### config.mk
export PLATFORM = sky130hd
export DESIGN_NAME = escape_stuffed_command_framer_top_flat
export DESIGN_NICKNAME = d
export VERILOG_FILES = /design/src/rtl/escsf_pkg.sv /design/src/rtl/escsf_if.sv /design/src/rtl/escsf_front.sv /design/src/rtl/escsf_queue.sv /design/src/rtl/escsf_back.sv /design/src/rtl/escape_stuffed_command_framer_top.sv /design/src/flat_wrapper.sv
export SDC_FILE = /design/constraint.sdc
export NUM_CORES = 1
export LEC_CHECK = 0
export BUFFER_PORTS_ARGS = -buffer_cell sky130_fd_sc_hd__buf_2
export CAP_MARGIN = 10
export CORE_MARGIN = 4
export CORE_UTILIZATION = 37
export DETAILED_ROUTE_END_ITERATION = 6
export HOLD_SLACK_MARGIN = 0.06
export PLACE_DENSITY = 0.54
export RECOVER_POWER = 100
export SLEW_MARGIN = 0
export SYNTH_ARGS = -nofsm -noshare
export SYNTH_HDL_FRONTEND = slang
export SYNTH_SLANG_ARGS = --single-unit
### constraint.sdc
create_clock -name clk -period 10.5 [get_ports clk]
set_clock_uncertainty 0.15 [all_clocks]
set_input_delay 2.1 -clock clk [delete_from_list [all_inputs] [get_ports clk]]
set_output_delay 2.1 -clock clk [all_outputs]
set_load 0.03 [all_outputs]
### src/rtl/escsf_pkg.sv
// ----------------------------------------------------------------------------
// escsf_pkg
// shared types and constants of the escape-stuffed command framer
// ----------------------------------------------------------------------------
package escsf_pkg;

    localparam int          BYTE_W        = 8;
    localparam int          LEN_W         = 24;
    localparam int          DESC_BYTES    = 5;
    localparam int          IDX_W         = 3;
    localparam int          QUEUE_DEPTH   = 2;
    localparam logic [7:0]  ESC_RESET     = 8'd126;

    localparam logic        REQ_START     = 1'b0;
    localparam logic        REQ_PAYLOAD   = 1'b1;

    localparam logic [IDX_W-1:0] LAST_IDX_START   = 3'd4;
    localparam logic [IDX_W-1:0] LAST_IDX_PAYLOAD = 3'd0;

    // one accepted transaction, already classified for the link side
    typedef struct packed {
        logic [DESC_BYTES-1:0][BYTE_W-1:0] bytes;
        logic [DESC_BYTES-1:0]             dbl;
        logic [IDX_W-1:0]                  last_idx;
        logic                              done;
        logic                              over;
    } desc_t;

endpackage

### src/rtl/escsf_if.sv
// ----------------------------------------------------------------------------
// escsf_in_if / escsf_out_if
// valid/ready channels of the framer
// ----------------------------------------------------------------------------
interface escsf_in_if;
    logic        valid;
    logic        ready;
    logic        req_type;
    logic [7:0]  cmd_code;
    logic [23:0] frame_length;
    logic [7:0]  data_byte;

    modport source (output valid, output req_type, output cmd_code,
                    output frame_length, output data_byte, input ready);
    modport sink   (input valid, input req_type, input cmd_code,
                    input frame_length, input data_byte, output ready);
endinterface

interface escsf_out_if;
    logic        valid;
    logic        ready;
    logic [7:0]  out_byte;
    logic        last_of_run;
    logic        frame_done;
    logic        overrun;

    modport source (output valid, output out_byte, output last_of_run,
                    output frame_done, output overrun, input ready);
    modport sink   (input valid, input out_byte, input last_of_run,
                    input frame_done, input overrun, output ready);
endinterface

### src/rtl/escsf_front.sv
// ----------------------------------------------------------------------------
// escsf_front
// accepts transactions, tracks the remaining count and builds descriptors
// ----------------------------------------------------------------------------
module escsf_front
(
    input  logic                clk,
    input  logic                rst_n,
    input  logic                cfg_we,
    input  logic [7:0]          cfg_wdata,
    escsf_in_if.sink            in_ch,
    input  logic                q_full,
    output logic                push,
    output escsf_pkg::desc_t    push_desc
);

    logic [7:0]                     esc_reg;
    logic [escsf_pkg::LEN_W-1:0]    remaining_reg;
    logic [escsf_pkg::LEN_W-1:0]    remaining_next;
    logic                           rem_zero;

    assign in_ch.ready = !q_full;
    assign push        = in_ch.valid && !q_full;
    assign rem_zero    = (remaining_reg == '0);

    always_comb
    begin
        push_desc      = '0;
        remaining_next = remaining_reg;
        unique case (in_ch.req_type)
            escsf_pkg::REQ_START:
            begin
                push_desc.bytes[0] = esc_reg;
                push_desc.bytes[1] = in_ch.cmd_code;
                push_desc.bytes[2] = in_ch.frame_length[7:0];
                push_desc.bytes[3] = in_ch.frame_length[15:8];
                push_desc.bytes[4] = in_ch.frame_length[23:16];
                push_desc.dbl[0]   = 1'b0;
                push_desc.dbl[1]   = (in_ch.cmd_code == esc_reg);
                push_desc.dbl[2]   = (in_ch.frame_length[7:0] == esc_reg);
                push_desc.dbl[3]   = (in_ch.frame_length[15:8] == esc_reg);
                push_desc.dbl[4]   = (in_ch.frame_length[23:16] == esc_reg);
                push_desc.last_idx = escsf_pkg::LAST_IDX_START;
                push_desc.done     = (in_ch.frame_length == '0);
                push_desc.over     = 1'b0;
                remaining_next     = in_ch.frame_length;
            end
            escsf_pkg::REQ_PAYLOAD:
            begin
                push_desc.bytes[0] = in_ch.data_byte;
                push_desc.dbl[0]   = (in_ch.data_byte == esc_reg);
                push_desc.last_idx = escsf_pkg::LAST_IDX_PAYLOAD;
                push_desc.over     = rem_zero;
                push_desc.done     = (remaining_reg == escsf_pkg::LEN_W'(1));
                if (!rem_zero)
                begin
                    remaining_next = remaining_reg - escsf_pkg::LEN_W'(1);
                end
            end
            default:
            begin
                push_desc = '0;
            end
        endcase
    end

    always_ff @(posedge clk or negedge rst_n)
    begin
        if (!rst_n)
        begin
            esc_reg       <= escsf_pkg::ESC_RESET;
            remaining_reg <= '0;
        end
        else
        begin
            if (cfg_we)
            begin
                esc_reg <= cfg_wdata;
            end
            if (push)
            begin
                remaining_reg <= remaining_next;
            end
        end
    end

endmodule

### src/rtl/escsf_queue.sv
// ----------------------------------------------------------------------------
// escsf_queue
// short descriptor queue between the front and back parts
// ----------------------------------------------------------------------------
module escsf_queue
#(
    parameter int DEPTH = escsf_pkg::QUEUE_DEPTH
)
(
    input  logic                clk,
    input  logic                rst_n,
    input  logic                push,
    input  escsf_pkg::desc_t    push_desc,
    input  logic                pop,
    output logic                full,
    output logic                head_valid,
    output escsf_pkg::desc_t    head_desc
);

    localparam int PTR_W = (DEPTH > 1) ? $clog2(DEPTH) : 1;
    localparam int CNT_W = $clog2(DEPTH + 1);

    escsf_pkg::desc_t   mem_reg [DEPTH];
    logic [PTR_W-1:0]   wr_ptr_reg;
    logic [PTR_W-1:0]   rd_ptr_reg;
    logic [CNT_W-1:0]   count_reg;
    logic               do_pop;

    assign full       = (count_reg == CNT_W'(DEPTH));
    assign head_valid = (count_reg != '0);
    assign head_desc  = mem_reg[rd_ptr_reg];
    assign do_pop     = pop && head_valid;

    always_ff @(posedge clk)
    begin
        if (push)
        begin
            mem_reg[wr_ptr_reg] <= push_desc;
        end
    end

    always_ff @(posedge clk or negedge rst_n)
    begin
        if (!rst_n)
        begin
            wr_ptr_reg <= '0;
            rd_ptr_reg <= '0;
            count_reg  <= '0;
        end
        else
        begin
            if (push)
            begin
                wr_ptr_reg <= (wr_ptr_reg == PTR_W'(DEPTH - 1)) ? '0 : wr_ptr_reg + PTR_W'(1);
            end
            if (do_pop)
            begin
                rd_ptr_reg <= (rd_ptr_reg == PTR_W'(DEPTH - 1)) ? '0 : rd_ptr_reg + PTR_W'(1);
            end
            if (push && !do_pop)
            begin
                count_reg <= count_reg + CNT_W'(1);
            end
            else if (do_pop && !push)
            begin
                count_reg <= count_reg - CNT_W'(1);
            end
        end
    end

endmodule

### src/rtl/escsf_back.sv
// ----------------------------------------------------------------------------
// escsf_back
// walks a descriptor one link byte per unstalled cycle into output registers
// ----------------------------------------------------------------------------
module escsf_back
(
    input  logic                clk,
    input  logic                rst_n,
    input  logic                head_valid,
    input  escsf_pkg::desc_t    head_desc,
    output logic                pop,
    escsf_out_if.source         out_ch
);

    logic [escsf_pkg::IDX_W-1:0]    idx_reg;
    logic                           dup_reg;
    logic                           out_valid_reg;
    logic [7:0]                     out_byte_reg;
    logic                           last_reg;
    logic                           done_reg;
    logic                           over_reg;

    logic                           emit;
    logic                           cur_dbl;
    logic                           byte_end;
    logic                           run_end;

    assign emit     = head_valid && (!out_valid_reg || out_ch.ready);
    assign cur_dbl  = head_desc.dbl[idx_reg];
    assign byte_end = dup_reg || !cur_dbl;
    assign run_end  = byte_end && (idx_reg == head_desc.last_idx);
    assign pop      = emit && run_end;

    assign out_ch.valid       = out_valid_reg;
    assign out_ch.out_byte    = out_byte_reg;
    assign out_ch.last_of_run = last_reg;
    assign out_ch.frame_done  = done_reg;
    assign out_ch.overrun     = over_reg;

    always_ff @(posedge clk)
    begin
        if (emit)
        begin
            out_byte_reg <= head_desc.bytes[idx_reg];
            last_reg     <= run_end;
            done_reg     <= run_end && head_desc.done;
            over_reg     <= head_desc.over;
        end
    end

    always_ff @(posedge clk or negedge rst_n)
    begin
        if (!rst_n)
        begin
            idx_reg       <= '0;
            dup_reg       <= 1'b0;
            out_valid_reg <= 1'b0;
        end
        else
        begin
            if (emit)
            begin
                out_valid_reg <= 1'b1;
                if (!byte_end)
                begin
                    dup_reg <= 1'b1;
                end
                else
                begin
                    dup_reg <= 1'b0;
                    idx_reg <= run_end ? '0 : idx_reg + escsf_pkg::IDX_W'(1);
                end
            end
            else if (out_ch.ready)
            begin
                out_valid_reg <= 1'b0;
            end
        end
    end

endmodule

### src/rtl/escape_stuffed_command_framer_top.sv
// ----------------------------------------------------------------------------
// escape_stuffed_command_framer_top
// byte-link command framer with escape-byte stuffing
// ----------------------------------------------------------------------------
// A start transaction produces the escape byte, the command byte and the
// 24-bit length low byte first, with any command or length byte equal to the
// escape value sent twice; a payload transaction produces its data byte, sent
// twice on a match, and counts down the remaining length. The link side moves
// one byte per cycle when not stalled by the output; a payload transaction
// yields one or two bytes, a start transaction five to nine; the back part's
// byte sequencer sets the rate. Transactions are classified on acceptance
// and held in a short queue, so input is taken while earlier bytes go out.
module escape_stuffed_command_framer_top
#(
    parameter int QUEUE_DEPTH = escsf_pkg::QUEUE_DEPTH
)
(
    input  logic        clk,
    input  logic        rst_n,
    input  logic        cfg_we,
    input  logic [7:0]  cfg_wdata,
    escsf_in_if.sink    in_ch,
    escsf_out_if.source out_ch
);

    logic               push;
    logic               pop;
    logic               q_full;
    logic               head_valid;
    escsf_pkg::desc_t   push_desc;
    escsf_pkg::desc_t   head_desc;

    escsf_front u_front
    (
        .clk       (clk),
        .rst_n     (rst_n),
        .cfg_we    (cfg_we),
        .cfg_wdata (cfg_wdata),
        .in_ch     (in_ch),
        .q_full    (q_full),
        .push      (push),
        .push_desc (push_desc)
    );

    escsf_queue #(.DEPTH(QUEUE_DEPTH)) u_queue
    (
        .clk        (clk),
        .rst_n      (rst_n),
        .push       (push),
        .push_desc  (push_desc),
        .pop        (pop),
        .full       (q_full),
        .head_valid (head_valid),
        .head_desc  (head_desc)
    );

    escsf_back u_back
    (
        .clk        (clk),
        .rst_n      (rst_n),
        .head_valid (head_valid),
        .head_desc  (head_desc),
        .pop        (pop),
        .out_ch     (out_ch)
    );

endmodule

### src/flat_wrapper.sv
// flat-port wrapper written by rule: the top's interface ports become plain ports
module escape_stuffed_command_framer_top_flat 
#(
    parameter int QUEUE_DEPTH = escsf_pkg::QUEUE_DEPTH
)
  (clk, rst_n, cfg_we, cfg_wdata, in_ch_valid, in_ch_req_type, in_ch_cmd_code, in_ch_frame_length, in_ch_data_byte, in_ch_ready, out_ch_valid, out_ch_out_byte, out_ch_last_of_run, out_ch_frame_done, out_ch_overrun, out_ch_ready);
  escsf_in_if in_ch_i ();
  escsf_out_if out_ch_i ();
  input  logic clk;
  input  logic rst_n;
  input  logic cfg_we;
  input  logic [7:0] cfg_wdata;
  input wire logic [$bits(in_ch_i.valid)-1:0] in_ch_valid;
  input wire logic [$bits(in_ch_i.req_type)-1:0] in_ch_req_type;
  input wire logic [$bits(in_ch_i.cmd_code)-1:0] in_ch_cmd_code;
  input wire logic [$bits(in_ch_i.frame_length)-1:0] in_ch_frame_length;
  input wire logic [$bits(in_ch_i.data_byte)-1:0] in_ch_data_byte;
  output wire logic [$bits(in_ch_i.ready)-1:0] in_ch_ready;
  output wire logic [$bits(out_ch_i.valid)-1:0] out_ch_valid;
  output wire logic [$bits(out_ch_i.out_byte)-1:0] out_ch_out_byte;
  output wire logic [$bits(out_ch_i.last_of_run)-1:0] out_ch_last_of_run;
  output wire logic [$bits(out_ch_i.frame_done)-1:0] out_ch_frame_done;
  output wire logic [$bits(out_ch_i.overrun)-1:0] out_ch_overrun;
  input wire logic [$bits(out_ch_i.ready)-1:0] out_ch_ready;
  assign in_ch_i.valid = in_ch_valid;
  assign in_ch_i.req_type = in_ch_req_type;
  assign in_ch_i.cmd_code = in_ch_cmd_code;
  assign in_ch_i.frame_length = in_ch_frame_length;
  assign in_ch_i.data_byte = in_ch_data_byte;
  assign in_ch_ready = in_ch_i.ready;
  assign out_ch_valid = out_ch_i.valid;
  assign out_ch_out_byte = out_ch_i.out_byte;
  assign out_ch_last_of_run = out_ch_i.last_of_run;
  assign out_ch_frame_done = out_ch_i.frame_done;
  assign out_ch_overrun = out_ch_i.overrun;
  assign out_ch_i.ready = out_ch_ready;
  escape_stuffed_command_framer_top #(.QUEUE_DEPTH(QUEUE_DEPTH)) u_core (.clk(clk), .rst_n(rst_n), .cfg_we(cfg_we), .cfg_wdata(cfg_wdata), .in_ch(in_ch_i), .out_ch(out_ch_i));
endmodule
# Word-level counts from Yosys, hierarchy flattened
# Memory sizes are Yosys's and may differ from the RTL's.
# Cells that the tools add are included.
[totals]
register_bits = 52
mem_bits_rw = 100
in_bits = 54
output_inout_bits = 13
wordCells = 72
memories = 1
[op_classes]
addsub = 6
order_cmp = 1
n_eq_ne = 9
mux = 20
bitwise_logic = 1
reduce_logical = 22
[mem_list]
columns = ["name", "words", "word_bits", "rd", "rd_ports_with_merged_regs", "write_ports", "line", "source"]
rows = [
  ["u_core.u_queue.mem_reg", 2, 50, 1, 0, 1, "escsf_queue.sv:23", "escsf_pkg::desc_t mem_reg [DEPTH];"],
]
[op_table]
columns = ["op", "n"]
rows = [
  ["zero test 24 bit", 2],
  ["one-hot mux 24 bit (2 select lines)", 1],
  ["equality test 8 bit", 5],
  ["2-to-1 mux 32 bit", 1],
  ["binary-select mux 8 bit (select 3 bit)", 1],
  ["equality test 24 x 1 -> 1 bit, second input constant", 1],
  ["2-to-1 mux 24 bit", 1],
  ["subtractor 24 x 1 -> 24 bit, second input constant", 1],
  ["one-hot mux 8 bit (2 select lines)", 1],
  ["one-hot mux 6 bit (2 select lines)", 1],
  ["logical AND 1 bit", 8],
  ["2-to-1 mux 1 bit", 8],
  ["2-to-1 mux 8 bit", 1],
  ["nonzero test 2 bit", 3],
  ["zero test 1 bit", 5],
  ["less-than comparator 3 x 4 -> 1 bit, second input constant", 1],
  ["2-to-1 mux 2 bit", 2],
  ["2-to-1 mux 4 bit", 1],
  ["AND reduction 2 bit", 2],
  ["adder 3 x 1 -> 3 bit, second input constant", 1],
  ["binary-select mux 1 bit (select 3 bit)", 1],
  ["equality test 3 bit", 1],
  ["2-to-1 mux 3 bit", 1],
  ["adder 1 bit, second input constant", 2],
  ["6 further kinds", 7],
]

# Depth between registers and ports, before layout
# Gate-level depths: netlist of run 1.
# An unclocked memory read counts as a cell.
[logic_depth]
depth_word = 11
depth_mapped = 10
depth_no_buf = 8

# By module
# Synthesis of run 1 repeated with hierarchy kept, for this count alone.
[unflattened]
cells_unflattened = 595
hier_area_um2 = 7923.8
[by_module_without_submodules]
columns = ["mod", "n_inst", "cells_each", "area_each_um2", "seq_area_each_um2"]
rows = [
  ["escsf_queue", 1, 172, 4050.1, 3103.0],
  ["escsf_front", 1, 328, 2800.2, 808.3],
  ["escsf_back", 1, 95, 1073.5, 455.4],
]

# Worst setup path before layout of run 1
# OpenSTA, ideal clock, no wires.
[synth_path]
path_kind = "in2reg"
startpoint = "input in_ch_valid"
endpoint = "memory u_core.u_queue.mem_reg[0][0] in the netlist's numbering (enable)"
setup_ns = 0.454
arrival_ns = 4.265
required_time_ns = 9.896
slack_ns = 5.632
stages = 2
path_buffers = 0
cell_sequence = "nand2_2 nor2_1"
[synth_via]
elab_chain_cells = 3
[synth_lines]
columns = ["item", "line", "source"]
rows = [
  ["start, declared", "flat_wrapper.sv:13", "input wire logic [$bits(in_ch_i.valid)-1:0] in_ch_valid;"],
  ["logical AND 1 bit", "escsf_front.sv:23", "assign push = in_ch.valid && !q_full;"],
  ["2-to-1 mux 1 bit", "escsf_queue.sv:36", "if (push)"],
  ["2-to-1 mux 1 bit (not written as such)", "escsf_queue.sv:38", "mem_reg[wr_ptr_reg] <= push_desc;"],
  ["end, declared", "escsf_queue.sv:23", ""],
]
# Every way passes these cells.

# Worst setup path in the final report of run 1
[layout_path]
startpoint = "input in_ch_req_type"
endpoint = "register u_core.u_front.remaining_reg[17] in the netlist's numbering"
[layout_via]
elab_chain_cells = 2
word_cells_on_any_way = 4
classes_between = "eq/ne (1); mux (1); bitwise (1); reduce/logical (1)"
[layout_lines]
columns = ["item", "line", "source"]
rows = [
  ["start, declared", "flat_wrapper.sv:14", "input wire logic [$bits(in_ch_i.req_type)-1:0] in_ch_req_type;"],
  ["!= test 2 bit (no line) / inverter 1 bit (equally long branches)", "--", ""],
  ["AND reduction 2 bit (no line) / one-hot mux 24 bit (2 select lines) (equally long branches)", "--", ""],
  ["end signal, assigned", "escsf_front.sv:82", "remaining_reg <= remaining_next;"],
  ["end, declared", "escsf_front.sv:18", "logic [escsf_pkg::LEN_W-1:0] remaining_reg;"],
]
# Several ways; a longest one is shown, not always the timed one.
# A chain may end at the register's enable or synchronous reset.

==> metrics, run 1 <==
I/O Pins=67; Ant. Diodes=0; area grow syn2layout=14.47%; ys async rst share=27.70%; area leader, netlist=edfxtp_1; final RePlAce weighted congestion=0.8476; CTS Sinks=148; power per cell area=275.4 nW/µm²; pre-CTS worst setup slack=5.921 ns; failing checks=max-capacitance violations, max-slew violations; Post-Syn Nets=607; Slew @ Worst Pin=3.379 ns; status=complete, but fails checks; synth unique cells=64; DR iter-0 viols=329; post-route clock period utilization=65.53%; Post-synth EDFFs=107; xor and xnor area share after synthesis=5.566%; All-Layer GR Usage=17.52%; Worst Hold Class=flip-flop to flip-flop; Comb pwr share=31.6%; Final Util=43.71%; grt peak-use layer=met2; FMAX=0.1453 GHz; GRT met2 Usage=26.86%; sw frac=34.73%; post-synthesis mux area share=11.27%; DR pass1 iterations=5; Yosys top cell area share=44.39%; CP Max Fanout=72; wire length per cell=21.04 µm; CP Launch Type=input pin; Die W=147.9 µm; vias in the first global route=4899; # hold bufs at CTS=0; worst setup margin=3.619 ns; gr ovfl total=0; fraction of layout cells with a size suffix above 1=20.45%; Fin Setup TNS=0 ns; sequential group share of total power=42.5%; max cap viols=6; largest family of logic cells by synthesized area=simple AND/OR/NAND/NOR gates; Crit Path Category=input pin to flip-flop; vias=4777; Tot Pwr=2282 µW; Die ar.=21860 µm²; initial core utilization=38.18%; post-route minimum period=6.881 ns; # DRC=0; Clock transition at path regs=0.06 ns; clock buffer count from CTS=17; H-tree Lvls=4; Root Buffer=clkbuf_16; WP data required=10.71 ns; core area=18960 µm²; Post-CTS Setup Bufs=0; Worst-Skew Late Latency=0.43 ns; GR Layer Usage met1=24.46%; Syn Area/Cell=13.23 µm²; Synth Instances=547; Synth Area in Compound Gates=7.519%; I/O Buffers=66; P_sw=792.5 µW; initial antenna violation count=0; NumNets Final=663; vias per cell=5.453; internal power=1490 µW; RSZ-0062 raised after global routing=false; crit path capture type=flip-flop; Setup violations, final=0; post-synthesis adder-cell area fraction=1.037%; Leakage=0.002959 µW; first-pass GRT wire length=28790 µm; Most used DFF post-synth=edfxtp_1; post-CTS sizing=0; ranking of synthesized cells by area=edfxtp_1 (44%), dfrtp_1 (12%), mux4_2 (5.3%); Die Span Y=147.9 µm; flops & latches, synth=148; Hold Fails Final Rpt=0; Post-Synth Simple-Gate Area=13.28%; sequential-to-total area share from yosys stat=58.67%; Peak VDD IR=0.1112 mV; Slew Limit Fails=267; row count=50; grt met3 use=4.629%; pin count of the biggest net entering global routing=73; Worst slew margin=-125.2%; TritonCTS clock tree=yes; clk buf depth=2; Post-Syn Area=7238 µm²; WP data arrival=7.09 ns; max reg flops=96; Yosys warning count=0; Final HPWL DP=12770 µm; power share of the clock group=25.9%; Routed WL=18430 µm; antenna-violating nets left=0
power by group through the flow:
stage / Clock (µW) / Sequential [µW] / Combinational [µW]
after floorplan: 0 / 979 / 519
after global placement: 0 / 965 / 735
after detailed placement: 0 / 972 / 743
after CTS: 605 / 963 / 744
after global routing: 631 / 997 / 801
final: 590 / 971 / 721
logic make-up (layout without fill, tap and decap cells):
kind of cell               Yosys count  count (layout)
AOI/OAI and AO/OA                   77              77
and+or+nand+nor                    170             170
muxes                               58              58
adders and majority gates            6               6
DFF                                148             148
buffers and inverters               42             111
xor gates and xnor gates            46              46
critical path, cell delays in order:
cell and delay (ns):
buf_2 0.07, clkbuf_1 2.37, inv_1 1.18, nand3_1 0.78, o22ai_1 0.17, nor3b_1 0.22
o31a_1 0.16
final timing paths:
path                       cells past startpoint                               end                        from  slack, ns
max                                            7  u_core.u_front.remaining_reg[17]              in_ch_req_type       3.62
min                                            2        u_core.u_back.out_ch.valid  u_core.u_back.out_ch.valid       0.36
max reg2reg                                    9       u_core.u_queue.count_reg[1]   u_core.u_queue.rd_ptr_reg       5.99
min reg2reg                                    2        u_core.u_back.out_ch.valid  u_core.u_back.out_ch.valid       0.36
max in group asynchronous                      1         u_core.u_queue.rd_ptr_reg                       rst_n       6.25
min in group asynchronous                      1         u_core.u_queue.rd_ptr_reg                       rst_n       2.32
area by class of cell:
type	count	area [µm²]
Multi-Input combinational cell	357	2783
Clock inverter	13	133.9
Tap cell	260	325.3
Fill cell	1759	10670
Inverter	8	30.03
Timing Repair Buffer	71	332.8
Clock buffer	19	432.9
Sequential cell	148	4248
metrics by stage:
step	std cells	hold slack, ns	cell area, µm²
after floorplan	547	0.3108	7238
after global placement	844	0.3421	7779
after detailed placement	844	0.3433	7779
after CTS	876	0.3584	8346
after global routing	876	0.3898	8285
final	876	0.3647	8285
cell usage after synthesis (all sizes together), types with 2 or more instances:
master and n:
o22ai 14, o221a 2, mux2i 23, a211oi 2
xnor2 38, o211ai 3, and3 7, buf 11
nor3 9, mux4 17, dfrtp 35, a22oi 4
edfxtp 107, o21ai 17, xor2 8, or4 4
inv 8, o41ai 2, nand2 18, or3 2
nor2 29, a41oi 2, a31oi 7, a21boi 2
nor4 15, a32oi 2, a21oi 8, o2bb2ai 2
nor2b 34, clkbuf 23, a31o 2, nand2b 4
and2 4, dfstp 6, mux2 18, nand4 12
nand3b 3, nand3 23, ha 6
metal layers:
| layer | vias to the layer above | share of wire (%) |
|---|---|---|
| met5 | - | 0 |
| met4 | 0 | 1.5 |
| met3 | 21 | 5.4 |
| met2 | 128 | 48 |
| met1 | 2425 | 46 |
| li1 | 2203 | - |
cell usage in the layout (no fill, tap or decap), types with 17 or more instances in the layout:
cell type  count
buf_2         50
clkbuf_1      22
clkbuf_16     17
dfrtp_1       34
edfxtp_1     107
mux2i_1       23
mux4_2        17
nand2_1       18
nand3_1       23
nor2_1        28
nor2b_1       34
o21ai_0       17
xnor2_1       38
Note: power is estimated with default switching activity, not from simulation.
==> run 2, diff against run 1 <==
- ABC_AREA: not set -> 1
- PLACE_DENSITY: 0.54 -> 0.56
- clock period: 10.5 -> 6.3 ns (I/O delays scaled with it)
==> metrics, run 2 <==
NumNets Final=884; Worst slew margin=-90.63%; R2R Path Start=u_core.u_queue.rd_ptr_reg; clock buffer count from CTS=17; Hold Fails Final Rpt=0; Yosys top cell area share=43.70%; fraction of layout cells with a size suffix above 1=12.90%; Hold Crit Endpoint=u_core.u_queue.count_reg[0]; vias per cell=5.222; H-tree Lvls=4; CP Launch Type=input pin; Slew Limit Fails=141; first-pass GRT wire length=30570 µm; Most used DFF post-synth=edfxtp_1; Worst-Skew Late Latency=0.42 ns; Slew @ Worst Pin=2.859 ns; R2R Path End=u_core.u_queue.count_reg[1]; Worst Hold Class=flip-flop to flip-flop; DR iter-0 viols=566; Setup violations, final=0; Final HPWL DP=13880 µm; crit path capture type=flip-flop; synth cell count leaders=nor2_1 (130), nand2_1 (110), edfxtp_1 (107), inv_1 (78), o21ai_0 (73); power per cell area=457.6 nW/µm²; max reg flops=96; sequential-to-total area share from yosys stat=57.75%; Post-Syn Area=7353 µm²; Synth Instances=768; vias in the first global route=5318; I/O Buffers=66; antenna-violating nets left=0; Worst Reg-to-Reg Cells=13; RSZ-0062 raised after global routing=false; WHS Path Cells=1; gr ovfl total=0; Leakage=0.003404 µW; Die Span Y=149.0 µm; Routed WL=20000 µm; ranking of synthesized cells by area=edfxtp_1 (44%), dfrtp_1 (12%), nor2_1 (6.6%); # hold bufs at CTS=0; DR pass1 iterations=5; CTS Sinks=148; post-route minimum period=4.319 ns; I/O Pins=67; Yosys warning count=0; Post-synth EDFFs=107; # DRC=0; Post-Syn Nets=828; TritonCTS clock tree=yes; All-Layer GR Usage=18.27%; top-count cell post-synth=nor2_1; FMAX=0.2315 GHz; row count=51; area leader, netlist=edfxtp_1; Crit Path Category=input pin to flip-flop; initial core utilization=37.66%; wire length per cell=18.15 µm; WP data arrival=4.46 ns; failing checks=max-capacitance violations, max-slew violations; Tot Pwr=3861 µW; Peak VDD IR=0.2344 mV; post-CTS sizing=0; Syn Area/Cell=9.575 µm²; Hold Crit Start=u_core.u_queue.count_reg[0]; clk buf depth=2; Fin Setup TNS=0 ns; flops & latches, synth=148; Clock transition at path regs=0.06 ns; commonest non-fill, non-tap cell in the layout=nor2_1; Root Buffer=clkbuf_16; synth unique cells=41; pin count of the biggest net entering global routing=67; Die ar.=22190 µm²; WP data required=6.44 ns; area grow syn2layout=14.74%; Die W=149.0 µm; core area=19530 µm²; Ant. Diodes=0; Reg2Reg Setup Slack=2.73 ns; most frequent cells in the layout=nor2_1 (128), nand2_1 (112), edfxtp_1 (107); max cap viols=3; CP Max Fanout=66; final RePlAce weighted congestion=0.9079; Post-CTS Setup Bufs=0; ys async rst share=27.70%; status=complete, but fails checks; initial antenna violation count=0; vias=5755; post-route clock period utilization=68.56%
-- run 2: where the power goes --
| part | switching [µW] | leakage [µW] | internal (µW) |
|---|---|---|---|
| logic | 888 | 0.00159 | 359 |
| registers | 187 | 0.00151 | 1410 |
| clock network | 399 | 0.000303 | 620 |
| total | 1470 | 0.00340 | 2390 |
-- run 2: how the worst max path moves through the flow --
| stage | startpoint | end | slack (ns) | cells after the start |
|---|---|---|---|---|
| global route | in_ch_req_type | u_core.u_front.remaining_reg[2] | 1.52 | 9 |
| detailed placement | in_ch_req_type | u_core.u_front.remaining_reg[3] | 2.38 | 9 |
| CTS | in_ch_req_type | u_core.u_front.remaining_reg[3] | 2.82 | 9 |
| global placement | in_ch_req_type | u_core.u_front.remaining_reg[10] | 2.45 | 9 |
| finish | in_ch_req_type | u_core.u_front.remaining_reg[3] | 1.98 | 9 |
| floorplan | in_ch_valid | u_core.u_queue.mem_reg[1][0] | 2.30 | 2 |
-- run 2: area by class of cell --
class,instances,area [µm²]
clock inverters,9,86.33
inverters,82,307.8
repair buffers,71,339.1
clock buffers,23,514.2
fillers,1959,11090
flip-flops and latches,148,4247
multi-input cells,504,2611
well taps,265,331.6
-- run 2: through the flow --
step / instances / util, % / hold WS [ns] / area (µm²) / worst slack (ns)
after CTS: 1102 / 43.44 / 0.3503 / 8482 / 2.824
after global routing: 1102 / 43.21 / 0.3782 / 8437 / 1.518
final: 1102 / 43.21 / 0.3423 / 8437 / 1.981
after global placement: 1070 / 40.36 / 0.3298 / 7881 / 2.451
after detailed placement: 1070 / 40.36 / 0.3388 / 7881 / 2.380
after floorplan: 768 / - / 0.3141 / 7353 / 2.297
-- run 2: worst max-delay path: stages --
cell and delay [ns]:
buf_2 0.08, buf_4 0.52, inv_1 0.49, nor3_1 0.28, nand4_1 0.11, nand2_1 0.81, inv_1 0.57, o21ai_0 0.20
o21ai_0 0.12
-- run 2: logic make-up (layout without fill, tap and decap cells) --
group | count (synthesis) | count (layout) | share of synthesized area (%)
compound gates | 156 | 156 | 12.59
flops | 148 | 148 | 57.75
xor+xnor | 25 | 25 | 2.978
mux | 8 | 8 | 1.089
fa+ha+maj | 6 | 6 | 1.021
simple gates | 309 | 309 | 17.85
buf+inv | 116 | 185 | 6.721
-- run 2: routing by layer --
| layer | vias to the layer above | global-route usage [%] | wire length, µm |
|---|---|---|---|
| li1 | 2753 | - | - |
| met1 | 2728 | 27.13 | 9473 |
| met2 | 244 | 27.04 | 8739 |
| met3 | 30 | 3.981 | 1452 |
| met4 | 0 | 5.126 | 333 |
| met5 | - | 0 | 0 |
